[src/rtl/core/vpfp_pkg.sv]
// voice prompt player package: payload structs, codes and fixed constants
// no dependencies; imported by every module of the player but vpfp_ram
package vpfp_pkg;

   // sizes fixed by the transaction fields
   localparam int CMD_W        = 2;
   localparam int ID_W         = 8;
   localparam int BYTE_W       = 8;
   localparam int ACTION_W     = 3;
   localparam int FLASH_ADDR_W = 24;
   localparam int HDR_CNT_W    = 3;

   // header layout: id, three address bytes, three length bytes, checksum
   localparam int HEADER_BYTES = 8;
   localparam int HDR_SHIFT    = 3;

   localparam logic [HDR_CNT_W-1:0] HDR_IDX_ID       = HDR_CNT_W'(0);
   localparam logic [HDR_CNT_W-1:0] HDR_IDX_ADDR_LO  = HDR_CNT_W'(1);
   localparam logic [HDR_CNT_W-1:0] HDR_IDX_ADDR_HI  = HDR_CNT_W'(3);
   localparam logic [HDR_CNT_W-1:0] HDR_IDX_LEN_LO   = HDR_CNT_W'(4);
   localparam logic [HDR_CNT_W-1:0] HDR_IDX_LEN_HI   = HDR_CNT_W'(6);
   localparam logic [HDR_CNT_W-1:0] HDR_IDX_LAST     = HDR_CNT_W'(HEADER_BYTES - 1);

   localparam logic [FLASH_ADDR_W-1:0] ALL_ONES24 = {FLASH_ADDR_W{1'b1}};
   localparam logic [ID_W-1:0]         NO_ID      = {ID_W{1'b1}};
   localparam logic [ID_W-1:0]         HIGHEST_ID_RESET = ID_W'(254);

   localparam int LIST_DEPTH_DEFAULT = 32;

   typedef enum logic [CMD_W-1:0] {
      CMD_ADD     = 2'd0,
      CMD_PREPARE = 2'd1,
      CMD_FLASH   = 2'd2,
      CMD_DISMISS = 2'd3
   } command_type;

   typedef enum logic [ACTION_W-1:0] {
      ACT_NONE         = 3'd0,
      ACT_END_READ     = 3'd1,
      ACT_HEADER_READ  = 3'd2,
      ACT_STREAM_START = 3'd3,
      ACT_BYTE_REQUEST = 3'd4,
      ACT_SAMPLE_OUT   = 3'd5
   } action_type;

   typedef enum logic [1:0] {
      PH_IDLE    = 2'd0,
      PH_HEADER  = 2'd1,
      PH_PENDING = 2'd2
   } phase_type;

   typedef struct packed {
      logic [CMD_W-1:0]  command;
      logic [ID_W-1:0]   voice_id;
      logic [BYTE_W-1:0] flash_data;
      logic              buffer_ready;
   } req_type;

   typedef struct packed {
      logic [ACTION_W-1:0]     action;
      logic [FLASH_ADDR_W-1:0] flash_address;
      logic [BYTE_W-1:0]       sample_byte;
      logic                    list_empty;
      logic                    playing_done;
      logic                    list_overflow;
   } rsp_type;

endpackage

[src/rtl/core/vpfp_ram.sv]
// generic single write port ram with registered read
// no dependencies
module vpfp_ram #(
   parameter int WIDTH      = 8,
   parameter int DEPTH      = 32,
   parameter int ADDR_WIDTH = (DEPTH > 1) ? $clog2(DEPTH) : 1
) (
   input  logic                  clock,
   input  logic                  wr_en,
   input  logic [ADDR_WIDTH-1:0] wr_addr,
   input  logic [WIDTH-1:0]      wr_data,
   input  logic [ADDR_WIDTH-1:0] rd_addr,
   output logic [WIDTH-1:0]      rd_data
);

   logic [WIDTH-1:0] mem_ff [DEPTH];
   logic [WIDTH-1:0] rd_data_ff;

   // write port and registered read port (read returns old data on collision)
   always_ff @(posedge clock) begin
      if (wr_en) begin
         mem_ff[wr_addr] <= wr_data;
      end
      rd_data_ff <= mem_ff[rd_addr];
   end

   assign rd_data = rd_data_ff;

endmodule

[src/rtl/core/vpfp_seq.sv]
// playlist and header sequencer: state registers and per-transaction update
// depends on vpfp_pkg and vpfp_ram
module vpfp_seq
   import vpfp_pkg::*;
#(
   parameter int LIST_DEPTH = LIST_DEPTH_DEFAULT
) (
   input  logic              clock,
   input  logic              reset,
   input  logic              accept,
   input  req_type           req,
   input  logic              csr_wr_en,
   input  logic [ID_W-1:0]   csr_wr_data,
   output rsp_type           rsp
);

   localparam int IW = (LIST_DEPTH > 1) ? $clog2(LIST_DEPTH) : 1;
   localparam int CW = $clog2(LIST_DEPTH + 1);
   localparam logic [CW-1:0] DEPTH_C = CW'(LIST_DEPTH);
   localparam logic [CW-1:0] ONE_C   = CW'(1);

   logic [CW-1:0]           put_ff, put_in;
   logic [CW-1:0]           get_ff, get_in;
   logic [FLASH_ADDR_W-1:0] addr_ff, addr_in;
   logic [FLASH_ADDR_W-1:0] len_ff, len_in;
   logic [HDR_CNT_W-1:0]    hcnt_ff, hcnt_in;
   phase_type               phase_ff, phase_in;
   logic [ID_W-1:0]         hid_ff;
   logic                    byp_ff, byp_in;
   logic [ID_W-1:0]         byp_data_ff;

   logic            wr_en;
   logic [ID_W-1:0] ram_rd;
   logic [ID_W-1:0] head_id;
   logic            can_pop;
   logic            fetch;
   logic [FLASH_ADDR_W-1:0] a_tmp;
   logic [FLASH_ADDR_W-1:0] l_tmp;

   // playlist storage, read address follows the next get pointer
   vpfp_ram #(
      .WIDTH (ID_W),
      .DEPTH (LIST_DEPTH)
   ) u_list (
      .clock   (clock),
      .wr_en   (wr_en),
      .wr_addr (put_ff[IW-1:0]),
      .wr_data (req.voice_id),
      .rd_addr (get_in[IW-1:0]),
      .rd_data (ram_rd)
   );

   // head of list, forwarding a write that hit the address being read
   assign head_id = byp_ff ? byp_data_ff : ram_rd;
   assign can_pop = (get_ff != put_ff) && (get_ff < DEPTH_C);
   assign wr_en   = accept && (command_type'(req.command) == CMD_ADD) && (put_ff < DEPTH_C);
   assign byp_in  = wr_en && (put_ff == get_in);

   // per-transaction state update and result
   always_comb begin
      put_in   = put_ff;
      get_in   = get_ff;
      addr_in  = addr_ff;
      len_in   = len_ff;
      hcnt_in  = hcnt_ff;
      phase_in = phase_ff;
      fetch    = 1'b0;
      a_tmp    = addr_ff;
      l_tmp    = len_ff;
      rsp      = '0;
      if (accept) begin
         unique case (command_type'(req.command))
            CMD_ADD: begin
               if (put_ff < DEPTH_C) begin
                  put_in = put_ff + ONE_C;
               end else begin
                  rsp.list_overflow = 1'b1;
               end
            end
            CMD_PREPARE: begin
               if (phase_ff == PH_IDLE) begin
                  priority if (len_ff == '0) begin
                     // nothing playing: pop the next prompt
                     if (can_pop) begin
                        get_in = get_ff + ONE_C;
                        fetch  = (head_id != NO_ID) && (head_id <= hid_ff);
                     end else begin
                        get_in = '0;
                        put_in = '0;
                     end
                     priority if (fetch) begin
                        rsp.action        = ACT_HEADER_READ;
                        rsp.flash_address = {{(FLASH_ADDR_W-ID_W-HDR_SHIFT){1'b0}},
                                             head_id, {HDR_SHIFT{1'b0}}};
                        hcnt_in           = '0;
                        phase_in          = PH_HEADER;
                     end else if (addr_ff != '0) begin
                        rsp.action        = ACT_STREAM_START;
                        rsp.flash_address = addr_ff;
                        addr_in           = '0;
                     end else begin
                        rsp.action = ACT_END_READ;
                     end
                  end else if (addr_ff != '0) begin
                     rsp.action        = ACT_STREAM_START;
                     rsp.flash_address = addr_ff;
                     addr_in           = '0;
                  end else if (req.buffer_ready) begin
                     rsp.action = ACT_BYTE_REQUEST;
                     phase_in   = PH_PENDING;
                  end else begin
                     // playing but the sample buffer is full
                     rsp.action = ACT_NONE;
                  end
               end
            end
            CMD_FLASH: begin
               unique case (phase_ff)
                  PH_HEADER: begin
                     // header byte: id, address, length, checksum
                     priority if (hcnt_ff == HDR_IDX_ID) begin
                        a_tmp = '0;
                        l_tmp = '0;
                     end else if (hcnt_ff >= HDR_IDX_ADDR_LO && hcnt_ff <= HDR_IDX_ADDR_HI) begin
                        a_tmp = {addr_ff[FLASH_ADDR_W-BYTE_W-1:0], req.flash_data};
                     end else if (hcnt_ff >= HDR_IDX_LEN_LO && hcnt_ff <= HDR_IDX_LEN_HI) begin
                        l_tmp = {len_ff[FLASH_ADDR_W-BYTE_W-1:0], req.flash_data};
                     end else begin
                        a_tmp = addr_ff;
                     end
                     if (hcnt_ff == HDR_IDX_LAST) begin
                        if (a_tmp == ALL_ONES24 || l_tmp == ALL_ONES24) begin
                           a_tmp = '0;
                           l_tmp = '0;
                        end
                        hcnt_in  = '0;
                        phase_in = PH_IDLE;
                     end else begin
                        hcnt_in = hcnt_ff + HDR_CNT_W'(1);
                     end
                     addr_in = a_tmp;
                     len_in  = l_tmp;
                  end
                  PH_PENDING: begin
                     rsp.action      = ACT_SAMPLE_OUT;
                     rsp.sample_byte = req.flash_data;
                     if (len_ff != '0) begin
                        len_in = len_ff - FLASH_ADDR_W'(1);
                     end
                     phase_in = PH_IDLE;
                  end
                  default: begin
                     // stray byte while idle is dropped
                     phase_in = phase_ff;
                  end
               endcase
            end
            CMD_DISMISS: begin
               put_in = '0;
               get_in = '0;
            end
            default: begin
               put_in = put_ff;
            end
         endcase
      end
      rsp.list_empty   = (put_in == '0) && (get_in == '0);
      rsp.playing_done = (len_in == '0);
   end

   // control state
   always_ff @(posedge clock) begin
      if (reset) begin
         put_ff   <= '0;
         get_ff   <= '0;
         addr_ff  <= '0;
         len_ff   <= '0;
         hcnt_ff  <= '0;
         phase_ff <= PH_IDLE;
         hid_ff   <= HIGHEST_ID_RESET;
         byp_ff   <= 1'b0;
      end else begin
         put_ff   <= put_in;
         get_ff   <= get_in;
         addr_ff  <= addr_in;
         len_ff   <= len_in;
         hcnt_ff  <= hcnt_in;
         phase_ff <= phase_in;
         byp_ff   <= byp_in;
         if (csr_wr_en) begin
            hid_ff <= csr_wr_data;
         end
      end
   end

   // forwarded write data
   always_ff @(posedge clock) begin
      byp_data_ff <= req.voice_id;
   end

endmodule

[src/rtl/core/vpfp_out_buf.sv]
// result register with one skid entry for the response channel
// depends on vpfp_pkg
module vpfp_out_buf
   import vpfp_pkg::*;
(
   input  logic    clock,
   input  logic    reset,
   input  logic    in_valid,
   input  rsp_type in_data,
   output logic    in_stall,
   output logic    out_valid,
   input  logic    out_stall,
   output rsp_type out_data
);

   logic    out_valid_ff, out_valid_in;
   logic    skid_valid_ff, skid_valid_in;
   rsp_type out_data_ff, out_data_in;
   rsp_type skid_data_ff, skid_data_in;
   logic    out_free;

   assign out_free = !out_valid_ff || !out_stall;
   assign in_stall = skid_valid_ff;

   // refill the output register from the skid entry first
   always_comb begin
      out_valid_in  = out_valid_ff;
      out_data_in   = out_data_ff;
      skid_valid_in = skid_valid_ff;
      skid_data_in  = skid_data_ff;
      if (out_free) begin
         if (skid_valid_ff) begin
            out_valid_in  = 1'b1;
            out_data_in   = skid_data_ff;
            skid_valid_in = 1'b0;
         end else begin
            out_valid_in = in_valid;
            out_data_in  = in_data;
         end
      end else if (in_valid) begin
         skid_valid_in = 1'b1;
         skid_data_in  = in_data;
      end
   end

   always_ff @(posedge clock) begin
      if (reset) begin
         out_valid_ff  <= 1'b0;
         skid_valid_ff <= 1'b0;
      end else begin
         out_valid_ff  <= out_valid_in;
         skid_valid_ff <= skid_valid_in;
      end
   end

   always_ff @(posedge clock) begin
      out_data_ff  <= out_data_in;
      skid_data_ff <= skid_data_in;
   end

   assign out_valid = out_valid_ff;
   assign out_data  = out_data_ff;

endmodule

[src/rtl/core/voice_prompt_flash_player.sv]
// voice prompt player top level: sequencer plus response buffer
// depends on vpfp_pkg, vpfp_seq, vpfp_out_buf
//
// usage
//  - req channel (req_valid / req_stall / req_data) carries one command per
//    transaction: add id, prepare step, returned flash byte or dismiss list
//  - rsp channel (rsp_valid / rsp_stall / rsp_data) returns exactly one
//    result per request transaction, in order
//  - csr_wr_en / csr_wr_data write the highest fetchable prompt id; write it
//    only while no request is outstanding
//  - each result is registered in the result register or the skid entry
//  - throughput: one request per cycle while req_stall is low; each
//    transaction is one sequencer pass from state to result register
//  - reset clears pointers, header state and flags and loads the id limit
//    with 254; the playlist memory is not cleared, only entries below the
//    put pointer are ever read
//  - when the receiver stalls, one further result is held in a skid entry
//    and req_stall then rises until the result register drains
module voice_prompt_flash_player
   import vpfp_pkg::*;
#(
   parameter int LIST_DEPTH = LIST_DEPTH_DEFAULT
) (
   input  logic            clock,
   input  logic            reset,
   input  logic            req_valid,
   output logic            req_stall,
   input  req_type         req_data,
   output logic            rsp_valid,
   input  logic            rsp_stall,
   output rsp_type         rsp_data,
   input  logic            csr_wr_en,
   input  logic [ID_W-1:0] csr_wr_data
);

   logic    accept;
   rsp_type seq_rsp;

   assign accept = req_valid && !req_stall;

   // sequencer
   vpfp_seq #(
      .LIST_DEPTH (LIST_DEPTH)
   ) u_seq (
      .clock       (clock),
      .reset       (reset),
      .accept      (accept),
      .req         (req_data),
      .csr_wr_en   (csr_wr_en),
      .csr_wr_data (csr_wr_data),
      .rsp         (seq_rsp)
   );

   // result register and skid entry
   vpfp_out_buf u_out (
      .clock     (clock),
      .reset     (reset),
      .in_valid  (accept),
      .in_data   (seq_rsp),
      .in_stall  (req_stall),
      .out_valid (rsp_valid),
      .out_stall (rsp_stall),
      .out_data  (rsp_data)
   );

endmodule
[config.mk]
export PLATFORM = sky130hd
export DESIGN_NAME = voice_prompt_flash_player
export DESIGN_NICKNAME = d
export VERILOG_FILES = /design/src/rtl/core/vpfp_pkg.sv /design/src/rtl/core/vpfp_ram.sv /design/src/rtl/core/vpfp_seq.sv /design/src/rtl/core/vpfp_out_buf.sv /design/src/rtl/core/voice_prompt_flash_player.sv
export SDC_FILE = /design/constraint.sdc
export NUM_CORES = 1
export LEC_CHECK = 0
export ABC_AREA = 0
export ABC_CLOCK_PERIOD_IN_PS = 6400
export BUFFER_PORTS_ARGS = -buffer_cell sky130_fd_sc_hd__buf_4
export CAP_MARGIN = 40
export CORE_AREA = 2 2 253 255
export CTS_BUF_LIST = sky130_fd_sc_hd__clkbuf_4
export DETAILED_ROUTE_END_ITERATION = 16
export DIE_AREA = 0 0 255 257
export HOLD_SLACK_MARGIN = 0.02
export SETUP_SLACK_MARGIN = 0.15
export SYNTH_ARGS = -nofsm -noshare
export SYNTH_HDL_FRONTEND = slang
export SYNTH_SLANG_ARGS = --single-unit
export TNS_END_PERCENT = 50
[constraint.sdc]
create_clock -name clock -period 6.4 [get_ports clock]
set_input_delay 1.28 -clock clock [delete_from_list [all_inputs] [get_ports clock]]
set_output_delay 1.28 -clock clock [all_outputs]
set_load 0.05 [all_outputs]
==> results by group <==
Outcome
  – Status: finished, final reports clean

Power
  – Peak supply drop: between 100 and 150 uV
  – Clock power share: approximately two fifths
  – Psw: roughly 1.4 mW
  – Net Sw Frac: between 20% and 30%
  – P_int: between 4 and 5 mW
  – PD cells: 260.3 mW/mm2
  – Logic gate share of total power: under 10%
  – P_leak: ~7.9 nW
  – Reg power frac: 53.6%

STA
  – Max Fclk: slightly below 200 MHz
  – # setup viols final: 0
  – Worst slew pin tran: 0.9066 ns
  – Final hold violations: 0
  – Final Slew Violations: 0
  – Hold WS: 0.4853 ns
  – Worst Clk Skew: between 0.07 and 0.08 ns
  – Tcrit/Tclk final: between 70 and 80%
  – Unrepaired setup endpoints after global routing: no
  – Slew headroom: between 30% and 40%
  – Fin Setup TNS: 0 ns
  – Min cycle time layout: between 5 and 6 ns

Synthesis
  – Top cell type by total area after synthesis: edfxtp_1
  – FF+latch count, synth: roughly 420
  – Synth top area cells: edfxtp_1, dfxtp_1, nand2_1
  – Async SR Flop Fraction: 0%
  – Synth top area share: a little over half
  – Avg Cell Area, Syn: 11.62 um2
  – Syn Std Cell Area: ~0.019 mm2
  – Synth Warn #: 0
  – Ys flop type: edfxtp_1
  – Synthesized instance count: 1,606
  – Register area share after synthesis: between 60% and 70%
  – EDFF count, synth: approximately 330
  – Post-synth cell types: between 70 and 80
  – Synthesized Nets: between 1,500 and 2,000

Cells and area
  – Commonest non-fill, non-tap cells in the layout: edfxtp_1, nand2_1, clkbuf_4, nor2_1, dfxtp_1
  – Synthesis-to-layout area growth: 15.19%
  – Share of layout cells above drive strength 1: 16.98%
  – Nets: 1,770
  – Most common cell after layout, fill and taps aside: edfxtp_1
  – Seq. cell area: ~0.012 mm2
  – Multi-input logic area: around 0.0064 mm2
  – Layout fillers: roughly 6,200

Floorplan
  – Starting density of the core: slightly below 30%
  – Top Ports: 72
  – Die Y: between 200 and 300 um
  – Die Width: approximately 260 um
  – Die area: between 0.06 and 0.07 mm2
  – Total core area: 0.06274 mm2
  – Row count: 92

Worst setup path
  – R2R setup slack: 1.36 ns
  – WP data required: 7.20 ns
  – Crit path capture type: flip-flop
  – Reg2reg end: u_seq.u_list.rd_data[0]$_DFF_P_
  – Crit path DAT: ~6 ns
  – Nature of the critical path startpoint: flip-flop
  – Worst-path fanout max: 26
  – Worst R2R Start: u_seq.len_ff[0]$_SDFF_PP0_
  – Crit path kind: flip-flop to flip-flop
  – R2R cell count: 13

Route
  – Met1 wire length: about 23 mm
  – Post-DR wirelength/cell: slightly below 20 um
  – # DRC: 0
  – Routed Antenna Nets: 0
  – Met3 wire len: ~4 mm
  – Max layer used: met4
  – Met2 wire len: ~24 mm
  – Routed vias: 13,702
  – Drt pass-1 iters: 7
  – Drt via density: just over 5
  – Initial DRC count: 1,374
  – Final WL: between 50 and 60 mm

Place
  – GP Congestion: approximately 0.9
  – Port Buffers: ~70
  – DP Wirelength: around 34 mm

GRT
  – Vias in the first global route: 13,372
  – Total track usage: between 10% and 20%
  – First-pass GRT wire length: ~80 mm
  – Pin count of the biggest net entering global routing: 67
  – Initial antenna violation count: 1
  – Global route overflow: 0

Clocking
  – H-tree levels: 3
  – Reg clk slew, reported paths: ~0.070 ns
  – Clock Path Buffers: 3
  – Resized Gates After CTS: 0
  – # Post-CTS Setup Buffers: 0
  – CTS Buf Count: 108
  – CTS sink count: between 400 and 500
  – Post-CTS Hold Buffers: 0
  – Clock latency on the worst-skew pair: slightly above 0.9 ns
  – CTS root buf: clkbuf_4
  – TritonCTS clock tree: yes

Run
  – Maxcap violations: 0

Hold path
  – Worst hold path cell count: 2
  – HP Start: u_seq.phase_ff[0]$_SDFFE_PP0P_
  – Worst Hold Class: flip-flop to flip-flop
  – Hold Path End: u_seq.phase_ff[0]$_SDFFE_PP0P_
==> registers in the layout (all words and copies together) (netlist names) <==
name,cells
u_seq.hid_ff,8
u_out.out_valid,1
u_seq.addr_ff,24
u_seq.u_list.mem_ff,256
u_out.skid_data_ff,38
u_seq.byp_ff,1
u_out.out_data,38
u_seq.phase_ff,2
u_seq.u_list.rd_data,8
u_seq.byp_data_ff,8
u_seq.put_ff,6
u_seq.get_ff,6
u_seq.len_ff,24
u_seq.hcnt_ff,3
u_out.in_stall,1
==> power by group through the flow <==
stage               clock network [mW]  logic (mW)  registers [mW]
floorplan                            0      0.0858            3.11
detailed placement                   0       0.248            3.06
finish                            2.35       0.247            3.00
CTS                               2.40       0.248            3.00
global route                      2.56       0.266            3.00
global placement                     0       0.243            3.06
==> cells by family after synthesis <==
logic type / after synthesis / share of synthesized area, %
AND/OR/NAND/NOR: 665 / 17.66
buffers and inverters: 129 / 2.768
AO/OA/AOI/OAI: 302 / 11.35
flip-flops: 424 / 63.27
multiplexers: 47 / 2.587
XOR/XNOR: 12 / 0.5630
adder cells (fa/ha/maj): 27 / 1.810
==> critical path, cell delays in order (launching register included) <==
cell and delay (ns):
dfxtp_1 0.40, inv_1 0.20, ha_1 0.21, nor3b_1 0.52
nand2_1 0.31, nor4b_2 0.52, buf_4 0.27, nand4_1 0.36
nand2_2 0.65, nor2_1 0.29, buf_4 0.30, a2111oi_0 0.63
a41oi_1 0.10, and4_1 0.20
==> Yosys cell counts (7+ instances only) <==
library cell / count
inv_1: 31
a22o_1: 24
o21ai_0: 45
edfxtp_1: 332
mux2_2: 10
or3_1: 12
a21o_1: 40
ha_1: 27
dfxtp_1: 92
mux2i_1: 37
and3_1: 29
nor3_1: 25
a211oi_1: 7
nand2_1: 232
a31oi_1: 21
o2111ai_1: 11
a2111oi_0: 8
a221oi_1: 11
a41oi_1: 8
and2_1: 31
nor4_1: 20
nand3_1: 89
buf_2: 20
nor2_1: 108
o211ai_1: 10
and4_1: 11
clkbuf_1: 73
or4_1: 10
a21oi_1: 54
nand4_1: 57
==> worst max-delay path by stage <==
| stage | from | endpoint | slack (ns) | cells after the start |
|---|---|---|---|---|
| 2_1_floorplan | rsp_stall | u_out.skid_data_ff[0]$_DFFE_PP_ | 2.08 | 2 |
| 3_3_place_gp | req_data[18] | u_seq.u_list.rd_data[5]$_DFF_P_ | 1.36 | 12 |
| 3_5_place_dp | req_data[18] | u_seq.u_list.rd_data[0]$_DFF_P_ | 1.02 | 12 |
| 4_1_cts | u_seq.len_ff[0]$_SDFF_PP0_ | u_seq.u_list.rd_data[0]$_DFF_P_ | 1.40 | 13 |
| 5_1_grt | u_seq.len_ff[0]$_SDFF_PP0_ | u_seq.u_list.rd_data[6]$_DFF_P_ | 0.95 | 13 |
| 6_report | u_seq.len_ff[0]$_SDFF_PP0_ | u_seq.u_list.rd_data[0]$_DFF_P_ | 1.36 | 13 |
==> routing by layer <==
layer,vias to the layer above,global-route usage (%)
met5,-,0
li1,6359,-
met2,584,24.31
met3,95,3.743
met1,6664,21.99
met4,0,4.760
==> metrics by stage <==
stage                     setup slack [ns]  power, mW  area [um2]  util [%]  cells
final                                1.358      5.598       21500     34.28   2652
after global routing                0.9480      5.824       21500     34.28   2652
after CTS                            1.400      5.648       21490     34.26   2648
after detailed placement             1.020      3.310       20080     32.00   2447
after global placement               1.360      3.306       20020     31.91   2442
after floorplan                      2.081      3.195       18670         -   1606
==> layout make-up <==
| type | instances | share of cell area (%) |
|---|---|---|
| diodes | 4 | 0.04655 |
| clock buffers | 157 | 5.481 |
| clock inverters | 44 | 1.117 |
| inverters | 32 | 0.5586 |
| multi-input cells | 1053 | 29.64 |
| flip-flops and latches | 424 | 54.93 |
| well taps | 846 | 4.922 |
| repair buffers | 92 | 3.305 |
Note: power is estimated with default switching activity, not from simulation.
